$ cat src/design/mce_pkg.sv
package mce_pkg;

  localparam int CHAR_W      = 8;
  localparam int SYM_W       = 2;
  localparam int ELEM_MAX    = 6;
  localparam int CODE_W      = ELEM_MAX + 1;
  localparam int LEN_W       = $clog2(ELEM_MAX + 1);
  localparam int ELEM_IDX_W  = $clog2(ELEM_MAX);
  localparam int QUEUE_DEPTH = 2;

  localparam logic [SYM_W-1:0] SYM_DOT  = 2'd0;
  localparam logic [SYM_W-1:0] SYM_DASH = 2'd1;
  localparam logic [SYM_W-1:0] SYM_SEP  = 2'd2;

  localparam logic [CHAR_W-1:0] CH_SPACE  = 8'h20;
  localparam logic [CHAR_W-1:0] CH_EXCL   = 8'h21;
  localparam logic [CHAR_W-1:0] CH_COMMA  = 8'h2C;
  localparam logic [CHAR_W-1:0] CH_PERIOD = 8'h2E;
  localparam logic [CHAR_W-1:0] CH_QUEST  = 8'h3F;
  localparam logic [CHAR_W-1:0] CH_ZERO   = 8'h30;
  localparam logic [CHAR_W-1:0] CH_NINE   = 8'h39;
  localparam logic [CHAR_W-1:0] CH_UP_A   = 8'h41;
  localparam logic [CHAR_W-1:0] CH_UP_Z   = 8'h5A;
  localparam logic [CHAR_W-1:0] CH_LO_A   = 8'h61;
  localparam logic [CHAR_W-1:0] CH_LO_Z   = 8'h7A;
  localparam logic [CHAR_W-1:0] CASE_OFS  = 8'h20;

  // Marker-bit form: highest set bit marks the start, elements below it, 1 = dash.
  localparam logic [CODE_W-1:0] LETTER_CODE [26] = '{
    7'd5, 7'd24, 7'd26, 7'd12, 7'd2, 7'd18, 7'd14, 7'd16, 7'd4, 7'd23, 7'd13, 7'd20, 7'd7,
    7'd6, 7'd15, 7'd22, 7'd29, 7'd10, 7'd8, 7'd3, 7'd9, 7'd17, 7'd11, 7'd25, 7'd27, 7'd28
  };

  localparam logic [CODE_W-1:0] DIGIT_CODE [10] = '{
    7'd63, 7'd47, 7'd39, 7'd35, 7'd33, 7'd32, 7'd48, 7'd56, 7'd60, 7'd62
  };

  localparam logic [CODE_W-1:0] CODE_PERIOD = 7'd85;
  localparam logic [CODE_W-1:0] CODE_COMMA  = 7'd115;
  localparam logic [CODE_W-1:0] CODE_EXCL   = 7'd57;
  localparam logic [CODE_W-1:0] CODE_QUEST  = 7'd76;
  // Marker only: no elements, separator alone.
  localparam logic [CODE_W-1:0] CODE_SPACE  = 7'd1;
  localparam logic [CODE_W-1:0] CODE_NONE   = 7'd0;

  typedef struct packed {
    logic [LEN_W-1:0]    len;
    logic [ELEM_MAX-1:0] elems;   // left-aligned, first element at the top
  } job_t;

  typedef struct packed {
    logic full;
    logic empty;
  } q_status_t;

  function automatic logic [CODE_W-1:0] code_lookup(input logic [CHAR_W-1:0] c);
    logic [CHAR_W-1:0] u;
    logic [CHAR_W-1:0] ofs;
    logic [CODE_W-1:0] code;
    u = c;
    if (c >= CH_LO_A && c <= CH_LO_Z) begin
      u = c - CASE_OFS;
    end
    code = CODE_NONE;
    if (u >= CH_UP_A && u <= CH_UP_Z) begin
      ofs  = u - CH_UP_A;
      code = LETTER_CODE[ofs[4:0]];
    end else if (u >= CH_ZERO && u <= CH_NINE) begin
      ofs  = u - CH_ZERO;
      code = DIGIT_CODE[ofs[3:0]];
    end else begin
      case (u)
        CH_PERIOD: code = CODE_PERIOD;
        CH_COMMA:  code = CODE_COMMA;
        CH_EXCL:   code = CODE_EXCL;
        CH_QUEST:  code = CODE_QUEST;
        CH_SPACE:  code = CODE_SPACE;
        default:   code = CODE_NONE;
      endcase
    end
    return code;
  endfunction

endpackage

$ cat src/design/mce_front.sv
module mce_front
  import mce_pkg::*;
(
  input  logic              in_valid,
  input  logic [CHAR_W-1:0] in_char_code,
  output logic              in_stall,
  input  q_status_t         q_status,
  output logic              push,
  output job_t              push_job
);

  logic [CODE_W-1:0] code;
  logic [LEN_W-1:0]  len;
  logic [CODE_W-1:0] aligned;

  always_comb begin
    code = code_lookup(in_char_code);
    len  = '0;
    for (int i = 1; i < CODE_W; i++) begin
      if (code[i]) begin
        len = LEN_W'(i);
      end
    end
    // Move the marker to the top so the first element lands in the MSB.
    aligned        = CODE_W'(code << (LEN_W'(ELEM_MAX) - len));
    push_job.len   = len;
    push_job.elems = aligned[ELEM_MAX-1:0];
  end

  assign in_stall = q_status.full;
  // Drop characters without a code.
  assign push     = in_valid && !q_status.full && (code != CODE_NONE);

endmodule

$ cat src/design/mce_queue.sv
module mce_queue
  import mce_pkg::*;
#(
  parameter int DEPTH = QUEUE_DEPTH
) (
  input  logic      clk,
  input  logic      rst_n,
  input  logic      push,
  input  job_t      push_job,
  input  logic      pop,
  output job_t      head,
  output q_status_t q_status
);

  localparam int PTR_W = (DEPTH > 1) ? $clog2(DEPTH) : 1;
  localparam int CNT_W = $clog2(DEPTH + 1);

  job_t             mem_r [DEPTH];
  logic [PTR_W-1:0] wr_ptr_r, wr_ptr_nxt;
  logic [PTR_W-1:0] rd_ptr_r, rd_ptr_nxt;
  logic [CNT_W-1:0] count_r, count_nxt;

  always_comb begin
    wr_ptr_nxt = wr_ptr_r;
    rd_ptr_nxt = rd_ptr_r;
    count_nxt  = count_r;
    if (push) begin
      wr_ptr_nxt = (wr_ptr_r == PTR_W'(DEPTH - 1)) ? '0 : wr_ptr_r + 1'b1;
    end
    if (pop) begin
      rd_ptr_nxt = (rd_ptr_r == PTR_W'(DEPTH - 1)) ? '0 : rd_ptr_r + 1'b1;
    end
    if (push && !pop) begin
      count_nxt = count_r + 1'b1;
    end else if (pop && !push) begin
      count_nxt = count_r - 1'b1;
    end
  end

  always_ff @(posedge clk) begin
    if (!rst_n) begin
      wr_ptr_r <= '0;
      rd_ptr_r <= '0;
      count_r  <= '0;
    end else begin
      wr_ptr_r <= wr_ptr_nxt;
      rd_ptr_r <= rd_ptr_nxt;
      count_r  <= count_nxt;
    end
  end

  always_ff @(posedge clk) begin
    if (push) begin
      mem_r[wr_ptr_r] <= push_job;
    end
  end

  assign head           = mem_r[rd_ptr_r];
  assign q_status.full  = (count_r == CNT_W'(DEPTH));
  assign q_status.empty = (count_r == '0);

endmodule

$ cat src/design/mce_back.sv
module mce_back
  import mce_pkg::*;
(
  input  logic             clk,
  input  logic             rst_n,
  input  job_t             head,
  input  q_status_t        q_status,
  output logic             pop,
  output logic             out_valid,
  output logic [SYM_W-1:0] out_symbol,
  output logic             out_last,
  input  logic             out_stall
);

  logic                  out_valid_r, out_valid_nxt;
  logic [SYM_W-1:0]      out_symbol_r, out_symbol_nxt;
  logic                  out_last_r, out_last_nxt;
  logic [LEN_W-1:0]      pos_r, pos_nxt;
  logic                  slot_free;
  logic [ELEM_IDX_W-1:0] sel;

  assign slot_free = !out_valid_r || !out_stall;
  assign sel       = ELEM_IDX_W'(ELEM_MAX - 1) - pos_r[ELEM_IDX_W-1:0];

  always_comb begin
    out_valid_nxt  = out_valid_r;
    out_symbol_nxt = out_symbol_r;
    out_last_nxt   = out_last_r;
    pos_nxt        = pos_r;
    pop            = 1'b0;
    if (slot_free) begin
      out_valid_nxt = !q_status.empty;
      if (!q_status.empty) begin
        if (pos_r < head.len) begin
          out_symbol_nxt = head.elems[sel] ? SYM_DASH : SYM_DOT;
          out_last_nxt   = 1'b0;
          pos_nxt        = pos_r + 1'b1;
        end else begin
          // Close the run and retire the entry.
          out_symbol_nxt = SYM_SEP;
          out_last_nxt   = 1'b1;
          pos_nxt        = '0;
          pop            = 1'b1;
        end
      end
    end
  end

  always_ff @(posedge clk) begin
    if (!rst_n) begin
      out_valid_r <= 1'b0;
      pos_r       <= '0;
    end else begin
      out_valid_r <= out_valid_nxt;
      pos_r       <= pos_nxt;
    end
  end

  always_ff @(posedge clk) begin
    out_symbol_r <= out_symbol_nxt;
    out_last_r   <= out_last_nxt;
  end

  assign out_valid  = out_valid_r;
  assign out_symbol = out_symbol_r;
  assign out_last   = out_last_r;

endmodule

$ cat src/design/morse_code_encoder.sv
// A taken character beat is written into the queue register, and its first symbol beat
// is then registered in the output register. Throughput: one symbol beat per cycle while
// out_stall is low; a character sends its elements (one to six) and then a separator
// (the separator alone for a space). Characters without a code are taken but send nothing.
// Reset: synchronous, active low; empties the queue and the output register.
module morse_code_encoder
  import mce_pkg::*;
#(
  parameter int QUEUE_DEPTH_P = QUEUE_DEPTH
) (
  input  logic              clk,
  input  logic              rst_n,
  input  logic              in_valid,
  input  logic [CHAR_W-1:0] in_char_code,
  output logic              in_stall,
  output logic              out_valid,
  output logic [SYM_W-1:0]  out_symbol,
  output logic              out_last,
  input  logic              out_stall
);

  // Front decodes each character into an element count and left-aligned
  // dot/dash bits; the queue decouples it from the symbol sequencer.
  q_status_t q_status;
  logic      push;
  job_t      push_job;
  logic      pop;
  job_t      head;

  mce_front u_front (
    .in_valid     (in_valid),
    .in_char_code (in_char_code),
    .in_stall     (in_stall),
    .q_status     (q_status),
    .push         (push),
    .push_job     (push_job)
  );

  mce_queue #(
    .DEPTH (QUEUE_DEPTH_P)
  ) u_queue (
    .clk      (clk),
    .rst_n    (rst_n),
    .push     (push),
    .push_job (push_job),
    .pop      (pop),
    .head     (head),
    .q_status (q_status)
  );

  // Back walks the head entry one element per beat, then sends the
  // separator marked last and advances the queue on that same beat.
  mce_back u_back (
    .clk        (clk),
    .rst_n      (rst_n),
    .head       (head),
    .q_status   (q_status),
    .pop        (pop),
    .out_valid  (out_valid),
    .out_symbol (out_symbol),
    .out_last   (out_last),
    .out_stall  (out_stall)
  );

endmodule

$ cat config.mk
export PLATFORM = sky130hd
export DESIGN_NAME = morse_code_encoder
export DESIGN_NICKNAME = d
export VERILOG_FILES = /design/src/design/mce_pkg.sv /design/src/design/mce_front.sv /design/src/design/mce_queue.sv /design/src/design/mce_back.sv /design/src/design/morse_code_encoder.sv
export SDC_FILE = /design/constraint.sdc
export NUM_CORES = 1
export LEC_CHECK = 0
export BUFFER_PORTS_ARGS = -buffer_cell sky130_fd_sc_hd__buf_4
export CAP_MARGIN = 15
export CORE_UTILIZATION = 33
export CTS_CLUSTER_SIZE = 10
export DETAILED_ROUTE_END_ITERATION = 16
export GPL_ROUTABILITY_DRIVEN = 0
export SYNTH_ARGS = -nofsm -noshare
export SYNTH_HDL_FRONTEND = slang
export SYNTH_SLANG_ARGS = --single-unit
$ cat constraint.sdc
create_clock -name clk -period 12.8 [get_ports clk]
set_input_delay 2.56 -clock clk [delete_from_list [all_inputs] [get_ports clk]]
set_output_delay 2.56 -clock clk [all_outputs]
set_load 0.03 [all_outputs]
### Word-level counts from Yosys, hierarchy flattened

Memory sizes are Yosys's and may differ from the RTL's. A register that Yosys moved wholly into a read port is not among the register bits.
Cells that the tools add are included.
W data, S select, Z words.

* register bits: 11
* output and inout bits: 5
* word-level logic and storage cells: 87
* input port bits: 12
* ROM bits: 336
* memories kept: 3
* bits in latches: 0
* bits in writable memories: 18

Memory list
* (no name shown): depth 32, width 7, read ports 1, clocked after Yosys merged registers in 0, write ports 0, RTL line mce_pkg.sv:67 `code = LETTER_CODE[ofs[4:0]];`
* (no name shown): depth 16, width 7, read ports 1, clocked after Yosys merged registers in 0, write ports 0, RTL line mce_pkg.sv:70 `code = DIGIT_CODE[ofs[3:0]];`
* u_queue.mem_r: depth 2, width 9, read ports 1, clocked after Yosys merged registers in 1, write ports 1, RTL line mce_queue.sv:18 `job_t mem_r [DEPTH];`

* magnitude comparators: 10
* mux-type cells: 29
* add/subtract/negate cells: 10
* multiply operators: 0
* eq/ne operators: 6
* reductions and logical operators: 18
* bitwise operators: 3
* div/mod/pow operators: 0
* shift operators: 1

Operators by type and width (count)
* $mux W7: 6
* $eq A8 B6 Y1 const B: 5
* $pmux W7 S5: 1
* $ge A8 B7 Y1 const B: 2
* $le A8 B7 Y1 const B: 2
* $mux W1: 12
* $mux W3: 4
* $ge A8 B6 Y1 const B: 1
* $le A8 B6 Y1 const B: 1
* $mux W2: 4
* $mux W8: 1
* $sub A8 B6 Y8 const B: 1
* $logic_and A1 B1 Y1: 7
* $reduce_bool A7 Y1: 1
* $shl A7 B3 Y6: 1
* $ge A6 B6 Y1 const B: 1
* $logic_not A1 Y1: 6
* $not A5 Y6: 1
* $sub A3 B3 Y3 const A: 2
* $ge A5 B5 Y1 const B: 1
* $not A4 Y5: 1
* $sub A5 B1 Y5 const B: 1
* $lt A3 B4 Y1 const B: 1
* $sub A4 B1 Y4 const B: 1
* 12 further kinds: 13

### Depth between registers and ports, before layout

Gate-level depths: netlist of the first run.

* depth after elaboration: 18
* mapped depth: 19
* mapped depth without buffers: 16

### By module

Synthesis of the first run repeated with hierarchy kept, for this count alone.

* cell total of the unflattened synthesis: 261
* area, all modules: 2356.0 um^2

Modules (own cells, without submodules)
* mce_front: seq. area each 0.0 um^2, area each 1104.8 um^2, instances 1, cells each 172
* mce_queue: seq. area each 640.6 um^2, area each 865.8 um^2, instances 1, cells each 50
* mce_back: seq. area each 170.2 um^2, area each 385.4 um^2, instances 1, cells each 39

### Worst setup path before layout of the first run

No wires, ideal clock.

* kind: input to register
* start point: input port in_char_code[1]
* end point: memory u_queue.mem_r[0][5] (netlist name) (data pin)
* arrival time: 5.906 ns
* cell stages on the path: 18
* data required time: 12.539 ns
* library setup time: 0.261 ns
* setup slack: 6.633 ns
* buffers on the path: 3
* cell sequence: buf_2 > inv_1 > ha_1 > clkbuf_1 > inv_1 > ha_1 > clkbuf_1 > nor2_1 > a2111oi_0 > o21ai_1 > o311ai_2 > and2_1 > nand2_1 > o21ai_0 > ha_1 > xor2_1 > a211oi_1 > o22a_1

RTL lines
* start: declaration: RTL line morse_code_encoder.sv:14 `input logic [CHAR_W-1:0] in_char_code,`
* end: declaration: RTL line mce_queue.sv:18

==> results of run 1 <==
[flip-flops by register name (all words and copies together) (netlist names), named ones only]
register	flops
u_queue.rd_ptr_r	1
u_queue.mem_r	18
u_back.out_symbol	2
u_back.out_last	1
u_queue.wr_ptr_r	1
u_queue.count_r	2
u_back.out_valid	1
u_back.pos_r	3
[where the power goes]
group	internal, mW	switching (mW)	total [mW]
registers	0.128	0.0144	0.143
logic	0.0578	0.0795	0.137
clock network	0.0432	0.0330	0.0763
[cells in the mapped netlist (all sizes together), types with 3 or more instances]
master and count:
a21oi 10, xnor2 5, nor2b 11, a31oi 3, dfxtp 9, nand3 5
o31ai 5, nand2 18, buf 10, xor2 3, o21ai 24, nor3 6
clkbuf 4, or3 3, and2 6, ha 15, o311a 4, a211oi 3
a21boi 4, mux2i 6, a31o 3, nor2 16, edfxtp 21, o21a 6
mux4 3, inv 14
[worst max-delay path by stage]
stage,to,cells past startpoint,start,slack [ns]
3_5_place_dp,u_queue.mem_r[0][5],15,in_char_code[1],6.27
4_1_cts,u_queue.mem_r[1][5],15,in_char_code[1],6.55
6_report,u_queue.mem_r[1][5],15,in_char_code[1],6.51
5_1_grt,u_queue.mem_r[0][1],16,in_char_code[1],6.02
3_3_place_gp,u_queue.mem_r[0][2],14,in_char_code[1],6.40
2_1_floorplan,u_queue.mem_r[0][5],18,in_char_code[1],6.63
[area by class of cell]
class	instances	share of cell area
well taps	99	0.0446
clock buffers	7	0.0311
inverters	15	0.0203
clock inverters	1	0.00180
multi-input cells	205	0.567
repair buffers	16	0.0432
flip-flops and latches	30	0.292
[critical path: cells and delay by family]
kind / cells / cell delay [ns]
buffers and inverters: 3 / 0.44
adders and majority gates: 3 / 1.24
and+or+nand+nor: 2 / 0.60
xor gates and xnor gates: 1 / 0.37
AOI/OAI and AO/OA: 6 / 1.21
[cell usage in the layout, fill, tap and decap left out, types with 3 or more instances in the layout]
cell | Yosys | routed
o21ai_0 | 21 | 21
edfxtp_1 | 21 | 21
nand2_1 | 18 | 18
nor2_1 | 16 | 16
buf_4 | 3 | 16
ha_1 | 15 | 15
inv_1 | 13 | 13
a21oi_1 | 10 | 10
nor2b_1 | 10 | 10
dfxtp_1 | 9 | 9
o21a_1 | 6 | 6
mux2i_1 | 6 | 6
nor3_1 | 6 | 6
and2_1 | 6 | 6
clkbuf_8 | 0 | 6
o31ai_1 | 5 | 5
xnor2_1 | 5 | 5
nand3_1 | 5 | 5
a21boi_0 | 4 | 4
o311a_1 | 4 | 4
or3_1 | 3 | 3
xor2_1 | 3 | 3
a211oi_1 | 3 | 3
mux4_2 | 3 | 3
[through the flow]
step                      worst slack [ns]  hold slack (ns)  total power [mW]  instance area (sq um)
after CTS                             6.55            0.497             0.360                   2780
after detailed placement              6.27            0.488             0.283                   2690
after global routing                  6.02            0.549             0.383                   2780
after global placement                6.40            0.477             0.281                   2690
final                                 6.51            0.495             0.356                   2780
after floorplan                       6.63            0.487             0.248                   2520
[routing by layer]
layer | share of wire | vias up
met1 | 0.46 | 971
li1 | - | 1024
met5 | 0 | -
met3 | 0.029 | 9
met2 | 0.49 | 36
met4 | 0.021 | 0
[logic make-up (layout without fill, tap and decap cells)]
group                      Yosys count  in the layout
AOI/OAI and AO/OA                   92             92
xor gates and xnor gates             8              8
adders and majority gates           15             15
buffers and inverters               29             39
DFF                                 30             30
muxes                               10             10
and+or+nand+nor                     80             80
==> impl_results.md, run 1 <==
- Status: finished, final reports clean
- Worst-case reg-to-reg path depth: 9
- Die ar.: approximately 0.0080 sq mm
- Diodes inserted: 0
- Post-CTS Hold Fix Bufs: 0
- Vias in the first global route: 1903
- Sequential Area: 811 sq um
- Clk_lat worst skew: 0.28 ns
- NumNets Final: 300
- Critical Path Slowest Stage Cell: ha_1
- Peak supply drop: 0.0416 mV
- Starting DRT DRC Count: 73
- Area Overhead vs Synth: 10.2%
- Chip width: around 89 um
- Setup-failing EPs final: 0
- Post-Syn Area per Cell: 9.55 sq um
- Clk root buf: clkbuf_8
- Routed WL: 5360 um
- CP max FO: 15
- R2R Path End: u_queue.count_r[1]
- Critical path startpoint category: input pin
- RSZ-0062 raised after global routing: false
- Final design utilization: 0.379
- Final worst path period share: 0.491
- Clock Path Buffers: 2
- Initial antenna violation count: 0
- Post-Syn Nets: 291
- Synth area leaders: edfxtp_1, ha_1, dfxtp_1
- Critical path arrival: about 6.4 ns
- Multi-input logic area: 0.00158 sq mm
- # H-tree levels: 2
- Detailed Place HPWL: 4030 um
- Xor/xnor share of the synthesized area: 0.0278
- Synth Flop Type: edfxtp_1
- Worst-Margin Slew: around 0.57 ns
- Seq/Total Area, Yosys: 0.321
- Clock Sinks: 30
- Dominant cell type by area after synthesis: edfxtp_1
- Gr busiest metal: met2
- Largest family of logic cells by synthesized area: compound AO/OA/AOI/OAI gates
- Post-CTS setup buffers: 0
- Cells after synthesis: ~260
- M3 GR Usage: 0.0212
- Multiplexer share of the synthesized area: 0.0551
- Grt ovf: 0
- LEAKAGE: around 1.0 nW
- Fillers: 738
- Num CTS Buffers: 5
- HP Class: reg2reg
- GR Util met2: 0.257
- Skew final: 0.00515 ns
- Final Hold Vio Count: 0
- Drt first pass iters: 4
- Cells after DPL: 365
- Compound-gate portion of the synthesized area: 0.294
- # DRC: 0
- Die span in y: 89.4 um
- Tmin final: 6.29 ns
- Fmax: 0.159 GHz
- Hold wc startpoint: u_back.out_valid
- Post-Syn Area: 0.00252 sq mm
- Async SR Flop Fraction: 0
- CP dominant cell by count: ha_1
- Met1 usage: 0.181
- Slew Viols, Final: 0
- Post-synth EDFFs: 21
- Largest net degree at the start of global routing: 28
- Via/cell ratio: between 5 and 6
- Required @ worst endpoint: 12.94 ns
- Hold Path Depth: 2
- Slew HR: 0.619
- R2R Setup Slk: between 10 and 15 ns
- Post-CTS Resized: 0
- CTS tree: done
- I/O pin count: 17
- Power Density: 128 mW/mm^2
- Post-Synth Simple-Gate Area: 0.174
- Drt wl/cell: 14.4 um
- Final ANT Viol Nets: 0
- Post-synth top area share: 0.250
- Tot GR Track Use: 0.145
- Crit path cell chain: buf_4, inv_1, ha_1, inv_1, ha_1, or3b_2, nand4_1, a32o_1, o31a_1, o21ai_2, a31o_4, ha_1, xor2_1, o311a_1, o22a_1
- Clk slew on worst S/H paths: about 0.060 ns
- Layout cells sized above 1: 0.164
- CP Class: in2reg
- IO Port Bufs: 16
- Max_cap viols: 0
- Slowest stage delay, CP: 0.54 ns
- Total core area: 0.00733 sq mm
- Final non-filler cell total: 373
- First-pass GRT wire length: 9050 um
- FP Rows: 31
- Worst setup EP type: flip-flop
- Vias: 2040
- Yosys cell types: 71
- Adder-cell area share of the yosys netlist: 0.0744
- Synthesis Warnings: 0
- Initial Util: 0.344
- Yosys reg bits: 30
- Setup_tns: 0 ns
- Hold Crit Endpoint: u_back.out_valid
(Power assumes the default switching activity.)
==> run 2, diff against run 1 <==
- ABC_AREA: unset -> 1
- clock period: 12.8 -> 5.4 ns (I/O delays scaled with it)
==> run 2 against run 1 <==
  * Cell area is 2.7% lower
  * Sequential power is 130% higher
  * Synthesized cell count is 25% higher
  * Clock-buffer cell count is 2 lower
  * Via count is 1.9% higher
  * Core utilization is 1.0 points higher
  * Largest cell class unchanged
  * Largest power group unchanged
  * Highest routed layer unchanged
==> impl_results.md, run 2 <==
- Status: finished, final reports clean
- Clock Sinks: 30 (unchanged)
- Most frequent cells after synthesis: nand2_1, inv_1, nor2_1
- Min setup slack post-route: 1.16 ns (-5.35 ns)
- Critical path startpoint category: input pin
- CTS tree: done
- Clock Path Buffers: 2 (unchanged)
- RSZ-0062 raised after global routing: false
- Dpl ws: 0.911 ns (-5.36 ns)
- Post-Syn Nets: 358 (+23%)
- DR top layer: met4
- Drt first pass iters: 4 (unchanged)
- Met2 routed WL: 2330 um (-10%)
- Dominant cell type by area after synthesis: edfxtp_1
- Grt ovf: 0 (unchanged)
- Post-CTS setup buffers: 0 (unchanged)
- # DRC: 0 (unchanged)
- Die ar.: 0.00772 sq mm (-3.5%)
- Max FFs per register: 18 (unchanged)
- Largest net degree at the start of global routing: 12 (-57%)
- Via/cell ratio: 4.67 (-15%)
- Post-Syn Area per Cell: 7.35 sq um (-23%)
- NumNets Final: 375 (+25%)
- Tmin final: 4.24 ns
- Biggest register: u_queue.mem_r
- Total core area: 0.00694 sq mm (-5.3%)
- Design Area, Final: 0.00270 sq mm (-2.7%)
- Required @ worst endpoint: 5.43 ns (-7.51 ns)
- Worst-Margin Slew: 0.757 ns (+0.190 ns)
- Post-synth top area share: 0.259 (+0.00926)
- Post-DP Area: 0.00262 sq mm (-2.6%)
- Post-CTS Resized: 0 (unchanged)
- Layout cells sized above 1: 0.160 (-0.00378)
- Synth area leaders: edfxtp_1, nand2_1, ha_1
- Setup_tns: 0 ns (unchanged)
- Synthesis Warnings: 0 (unchanged)
- Clk root buf: clkbuf_8
- Worst setup EP type: flip-flop
- Commonest non-fill, non-tap cells in the layout: nand2_1, inv_1, nor2_1, nand3_1, edfxtp_1
- Clk_lat worst skew: 0.28 ns (about the same)
- # H-tree levels: 2 (unchanged)
- Vias: 2078 (+1.9%)
- Post-Syn Area: 0.00243 sq mm (-3.6%)
- Count leader, synth: nand2_1
- FP Rows: 30 (-3.2%)
- Chip width: 87.9 um (-1.8%)
- Starting DRT DRC Count: 113 (+55%)
- Fmax: 0.236 GHz
- Vias in the first global route: 1903 (unchanged)
- Critical path arrival: 4.27 ns (-2.15 ns)
- Met1 WL: 2510 um (+1.2%)
- Diodes inserted: 0 (unchanged)
- Fin Hold WS: 0.456 ns (-0.0393 ns)
- Final non-filler cell total: 445 (+19%)
- Skew final: 0.00980 ns (+0.00466 ns)
- Final Hold Vio Count: 0 (unchanged)
- Max_cap viols: 0 (unchanged)
- IO Port Bufs: 16 (unchanged)
- First-pass GRT wire length: 8400 um (-7.2%)
- Commonest non-fill, non-tap cell in the layout: nand2_1
- Fillers: 700 (-5.1%)
- Slew Viols, Final: 0 (unchanged)
- Met3 WL: 111 um (-28%)
- Clk slew on worst S/H paths: 0.07 ns (about the same)
- Cells after synthesis: 331 (+25%)
- Post-synth EDFFs: 21 (unchanged)
- Initial antenna violation count: 0 (unchanged)
- LEAKAGE: 1.26 nW (+23%)
- Post-CTS Hold Fix Bufs: 0 (unchanged)
- Detailed Place HPWL: 3950 um (-2.0%)
- Power Density: 303 mW/mm^2 (+140%)
- Drt wl/cell: 11.3 um (-22%)
- Final worst path period share: 0.784
- Num CTS Buffers: 5 (unchanged)
- HP Class: reg2reg
- Seq/Total Area, Yosys: 0.333 (+0.0119)
- CP max FO: 10 (-5)
- Routed WL: 5010 um (-6.5%)
- Area Overhead vs Synth: 11.2%
- Yosys cell types: 38 (-46%)
- Cells after DPL: 437 (+20%)
- Synth Flop Type: edfxtp_1
- Slew HR: 0.493 (-0.126)
- I/O pin count: 17 (unchanged)
- Setup-failing EPs final: 0 (unchanged)
- Final ANT Viol Nets: 0 (unchanged)
- Tot GR Track Use: 0.137 (-0.00837)
- Peak supply drop: 0.124 mV (+200%)
- Initial Util: 0.350 (+0.00618)
- Async SR Flop Fraction: 0 (unchanged)
- CP Class: in2reg
- Die span in y: 87.9 um (-1.8%)
- Yosys reg bits: 30 (unchanged)
- Largest registers: u_queue.mem_r: 18 flops, u_back.pos_r: 3 flops
==> run 2: critical path, stage by stage <==
cell and delay, ns:
buf_4 0.15, inv_1 0.18, ha_1 0.26, inv_1 0.13
ha_1 0.41, inv_1 0.11, o21ai_0 0.30, a21oi_1 0.11
a31oi_1 0.18, nand2_1 0.09, nand2_1 0.11, nor2_1 0.08
o31ai_1 0.33, ha_1 0.40, inv_1 0.13, nand3_1 0.09
nand2_1 0.07, nand2_1 0.06
==> run 2: kinds of logic (layout without fill, tap and decap cells) <==
family,after synthesis,after routing,share of synthesized area
xor gates and xnor gates,2,2,0.0103
adders and majority gates,15,15,0.0772
muxes,2,2,0.00823
buffers and inverters,56,74,0.101
and+or+nand+nor,171,171,0.335
AOI/OAI and AO/OA,55,55,0.134
DFF,30,30,0.333
==> run 2: report_power, final <==
group | switching (mW) | leakage, nW | total, mW | internal [mW]
sequential | 0.0307 | 0.266 | 0.333 | 0.302
combinational | 0.204 | 0.951 | 0.313 | 0.110
clock | 0.0855 | 0.0416 | 0.174 | 0.0880
==> run 2: path summary, 6_finish.rpt <==
path	start	endpoint	slack [ns]	depth (start not counted)
worst max register to register	flip-flop	u_queue.count_r[1]	2.67	12
worst min register to register	u_queue.rd_ptr_r	flip-flop	0.46	1
worst max-delay path	in_char_code[0]	u_queue.mem_r[1][5]	1.16	18
worst min-delay path	u_queue.rd_ptr_r	flip-flop	0.46	1
==> run 2: area by class of cell <==
| class | instances | area [sq um] | share of cell area |
|---|---|---|---|
| Clock buffer | 5 | 68.8 | 0.0255 |
| Clock inverter | 3 | 16.3 | 0.00602 |
| Sequential cell | 30 | 811 | 0.300 |
| Inverter | 50 | 193 | 0.0713 |
| Tap cell | 96 | 120 | 0.0444 |
| Timing Repair Buffer | 16 | 120 | 0.0444 |
| Multi-Input combinational cell | 245 | 1380 | 0.509 |
==> run 2: routing by layer <==
metal,vias up,track usage
met5,-,0
met3,7,0.0198
met4,0,0.0358
met2,34,0.233
li1,1131,-
met1,906,0.182
==> run 2: stage by stage <==
stage	util	power, mW
floorplan	-	0.568
global placement	0.377	0.648
detailed placement	0.377	0.653
CTS	0.389	0.825
global route	0.389	0.885
finish	0.389	0.819
==> run 3, diff against run 2 <==
- clock period: 5.4 -> 4.12 ns (I/O delays scaled with it)
==> run 3 against run 2 <==
  * Non-clock buffer count up 7
  * Clock-buffer cell count grew 1
  * Routed wire length barely moved
  * Total power is 31% higher
  * Sequential power up 31%
  * Cell count rose by 1.6%
  * First-iteration DRC count is 20% higher
  * Critical path depth rose by 3
  * Combinational power grew 35%
  * Register-to-register slack got worse by 1.3 ns
  * Clock skew down 0.0056 ns
  * Global-route usage rose by 0.46 points
  * Critical path type unchanged
  * Critical endpoint is now u_queue.mem_r[0][5]
  * Largest cell class unchanged
==> impl_results.md, run 3 (synthesis gave the netlist of run 2 again) <==
- Chip width: 87.9 um (unchanged)
- Status: finished, final reports clean
- Post-CTS Resized: 0 (unchanged)
- Post-CTS setup buffers: 0 (unchanged)
- Max_cap viols: 0 (unchanged)
- Post-CTS Hold Fix Bufs: 0 (unchanged)
- Largest registers: u_queue.mem_r: 18 flops, u_back.pos_r: 3 flops
- M3 GR Usage: 0.0236 (+0.00377)
- Initial antenna violation count: 0 (unchanged)
- Setup_tns: 0 ns (unchanged)
- Commonest non-fill, non-tap cells in the layout: nand2_1, inv_1, nor2_1, nand3_1, buf_4
- Hold Crit Endpoint: u_queue.rd_ptr_r
- Clock Sinks: 30 (unchanged)
- Gr busiest metal: met2
- Met1 usage: 0.182 (+0.000315)
- Setup-failing EPs final: 0 (unchanged)
- LEAKAGE: 1.29 nW (+2.8%)
- Critical path arrival: 3.80 ns (-0.47 ns)
- R2R Setup Slk: 1.37 ns (-1.30 ns)
- Initial Util: 0.350 (unchanged)
- Fin Hold WS: 0.477 ns (+0.0214 ns)
- Clk slew on worst S/H paths: 0.06 ns (about the same)
- Drt first pass iters: 5 (+1)
- Area Overhead vs Synth: 13.2%
- Final Hold Vio Count: 0 (unchanged)
- Hold wc startpoint: u_queue.rd_ptr_r
- Slew Viols, Final: 0 (unchanged)
- Fmax: around 0.26 GHz
- Power Density: 390 mW/mm^2 (+29%)
- Tot GR Track Use: 0.142 (+0.00465)
- Peak supply drop: 0.134 mV (+8.4%)
- Clk_lat worst skew: 0.27 ns (about the same)
- Vias: 2123 (+2.2%)
- Tot Pwr: 1.07 mW (+31%)
- Layout cells sized above 1: 0.174 (+0.0137)
- Clock Path Buffers: 2 (unchanged)
- Critical path startpoint category: input pin
- CP delay by family, top: simple AND/OR/NAND/NOR gates
- Worst-Margin Slew: 0.615 ns (-0.142 ns)
- Biggest register: u_queue.mem_r
- Crit path cell chain: buf_4, inv_1, ha_1, inv_1, ha_1, nor2_1, a21oi_1, nand2_1, nand3_1, o31ai_1, nor2_1, nor2_1, inv_1, nor2_1, o31ai_1, ha_1, o21ai_0, nand2_1, inv_1, nand2_1, nand2_1
- Slowest stage delay, CP: 0.45 ns (+0.04 ns)
- Routed WL: 5010 um (about the same)
- Hold Path Depth: 1 (unchanged)
- Critical path buffer and inverter count: 5 (unchanged)
- Final ANT Viol Nets: 0 (unchanged)
- GR Util met2: 0.237 (+0.00493)
- Largest net degree at the start of global routing: 12 (unchanged)
- Starting DRT DRC Count: 136 (+20%)
- Worst setup EP type: flip-flop
- I/O pin count: 17 (unchanged)
- # H-tree levels: 2 (unchanged)
- Die span in y: 87.9 um (unchanged)
- Critical Path Slowest Stage Cell: ha_1
- CTS tree: done
- Num CTS Buffers: 5 (unchanged)
- Tmin final: 3.78 ns
- Final design utilization: 0.396 (+0.00703)
- Grt ovf: 0 (unchanged)
- First-pass GRT wire length: 8690 um (+3.4%)
- Drt wl/cell: 11.1 um (-1.6%)
- R2R Path End: u_queue.count_r[1]
- Slew HR: 0.585 (+0.0920)
- Die ar.: 0.00772 sq mm (unchanged)
- Fillers: 715 (+2.1%)
- Final worst path period share: 0.918
- NumNets Final: 382 (+1.9%)
- Via/cell ratio: 4.70 (+0.58%)
- Clk root buf: clkbuf_8
- Skew final: 0.00424 ns (-0.00557 ns)
- Worst-case reg-to-reg path depth: 12 (unchanged)
- IO Port Bufs: 16 (unchanged)
- Total core area: 0.00694 sq mm (unchanged)
- Required @ worst endpoint: 4.14 ns (-1.29 ns)
- FP Rows: 30 (unchanged)
- CP max FO: 10 (unchanged)
- Commonest non-fill, non-tap cell in the layout: nand2_1
- Max FFs per register: 18 (unchanged)
- Diodes inserted: 0 (unchanged)
- Vias in the first global route: 1996 (+4.9%)
- Detailed Place HPWL: 4030 um (+2.1%)
- # DRC: 0 (unchanged)
- HP Class: reg2reg
- CP Class: in2reg
- RSZ-0062 raised after global routing: false
[run 3: cell types whose count changed in the layout (fill, tap and decap cells not counted)]
cell,previous run,this run
buf_4,16,23
clkbuf_1,0,1
clkinvlp_4,1,0
[run 3: area by class of cell]
cell class | count | area [sq um] | area share
Clock buffer | 6 | 72.6 | 0.0264
Clock inverter | 2 | 8.76 | 0.00318
Inverter | 50 | 193 | 0.0700
Multi-Input combinational cell | 245 | 1380 | 0.500
Sequential cell | 30 | 811 | 0.295
Tap cell | 96 | 120 | 0.0436
Timing Repair Buffer | 23 | 173 | 0.0627
[run 3: routing by layer]
layer / wire length (um) / up-vias
li1: - / 1145
met1: 2390 / 948
met2: 2450 / 23
met3: 97 / 7
met4: 64 / 0
met5: 0 / -
[run 3: report_power, final]
part / internal [mW] / switching (mW) / leakage [nW]
Combinational: 0.150 / 0.271 / 0.985
Clock: 0.116 / 0.103 / 0.0426
Sequential: 0.395 / 0.0394 / 0.266
[run 3: per-stage QoR]
step           setup WS (ns)  cells  instance area, sq um
3_5_place_dp          0.0865    444                  2670
3_3_place_gp           0.186    444                  2670
6_report               0.339    452                  2750
4_1_cts                0.377    452                  2750
5_1_grt               0.0367    452                  2750
2_1_floorplan          0.475    331                  2430
[run 3: worst max-delay path by stage]
stage | end | slack, ns | startpoint | cells past startpoint
floorplan | u_queue.mem_r[0][4] | 0.48 | in_char_code[0] | 18
global placement | u_queue.mem_r[0][5] | 0.19 | in_char_code[0] | 21
detailed placement | u_queue.mem_r[0][5] | 0.09 | in_char_code[0] | 18
CTS | u_queue.mem_r[0][5] | 0.38 | in_char_code[0] | 18
global route | u_queue.mem_r[1][5] | 0.04 | in_char_code[0] | 18
finish | u_queue.mem_r[0][5] | 0.34 | in_char_code[0] | 21
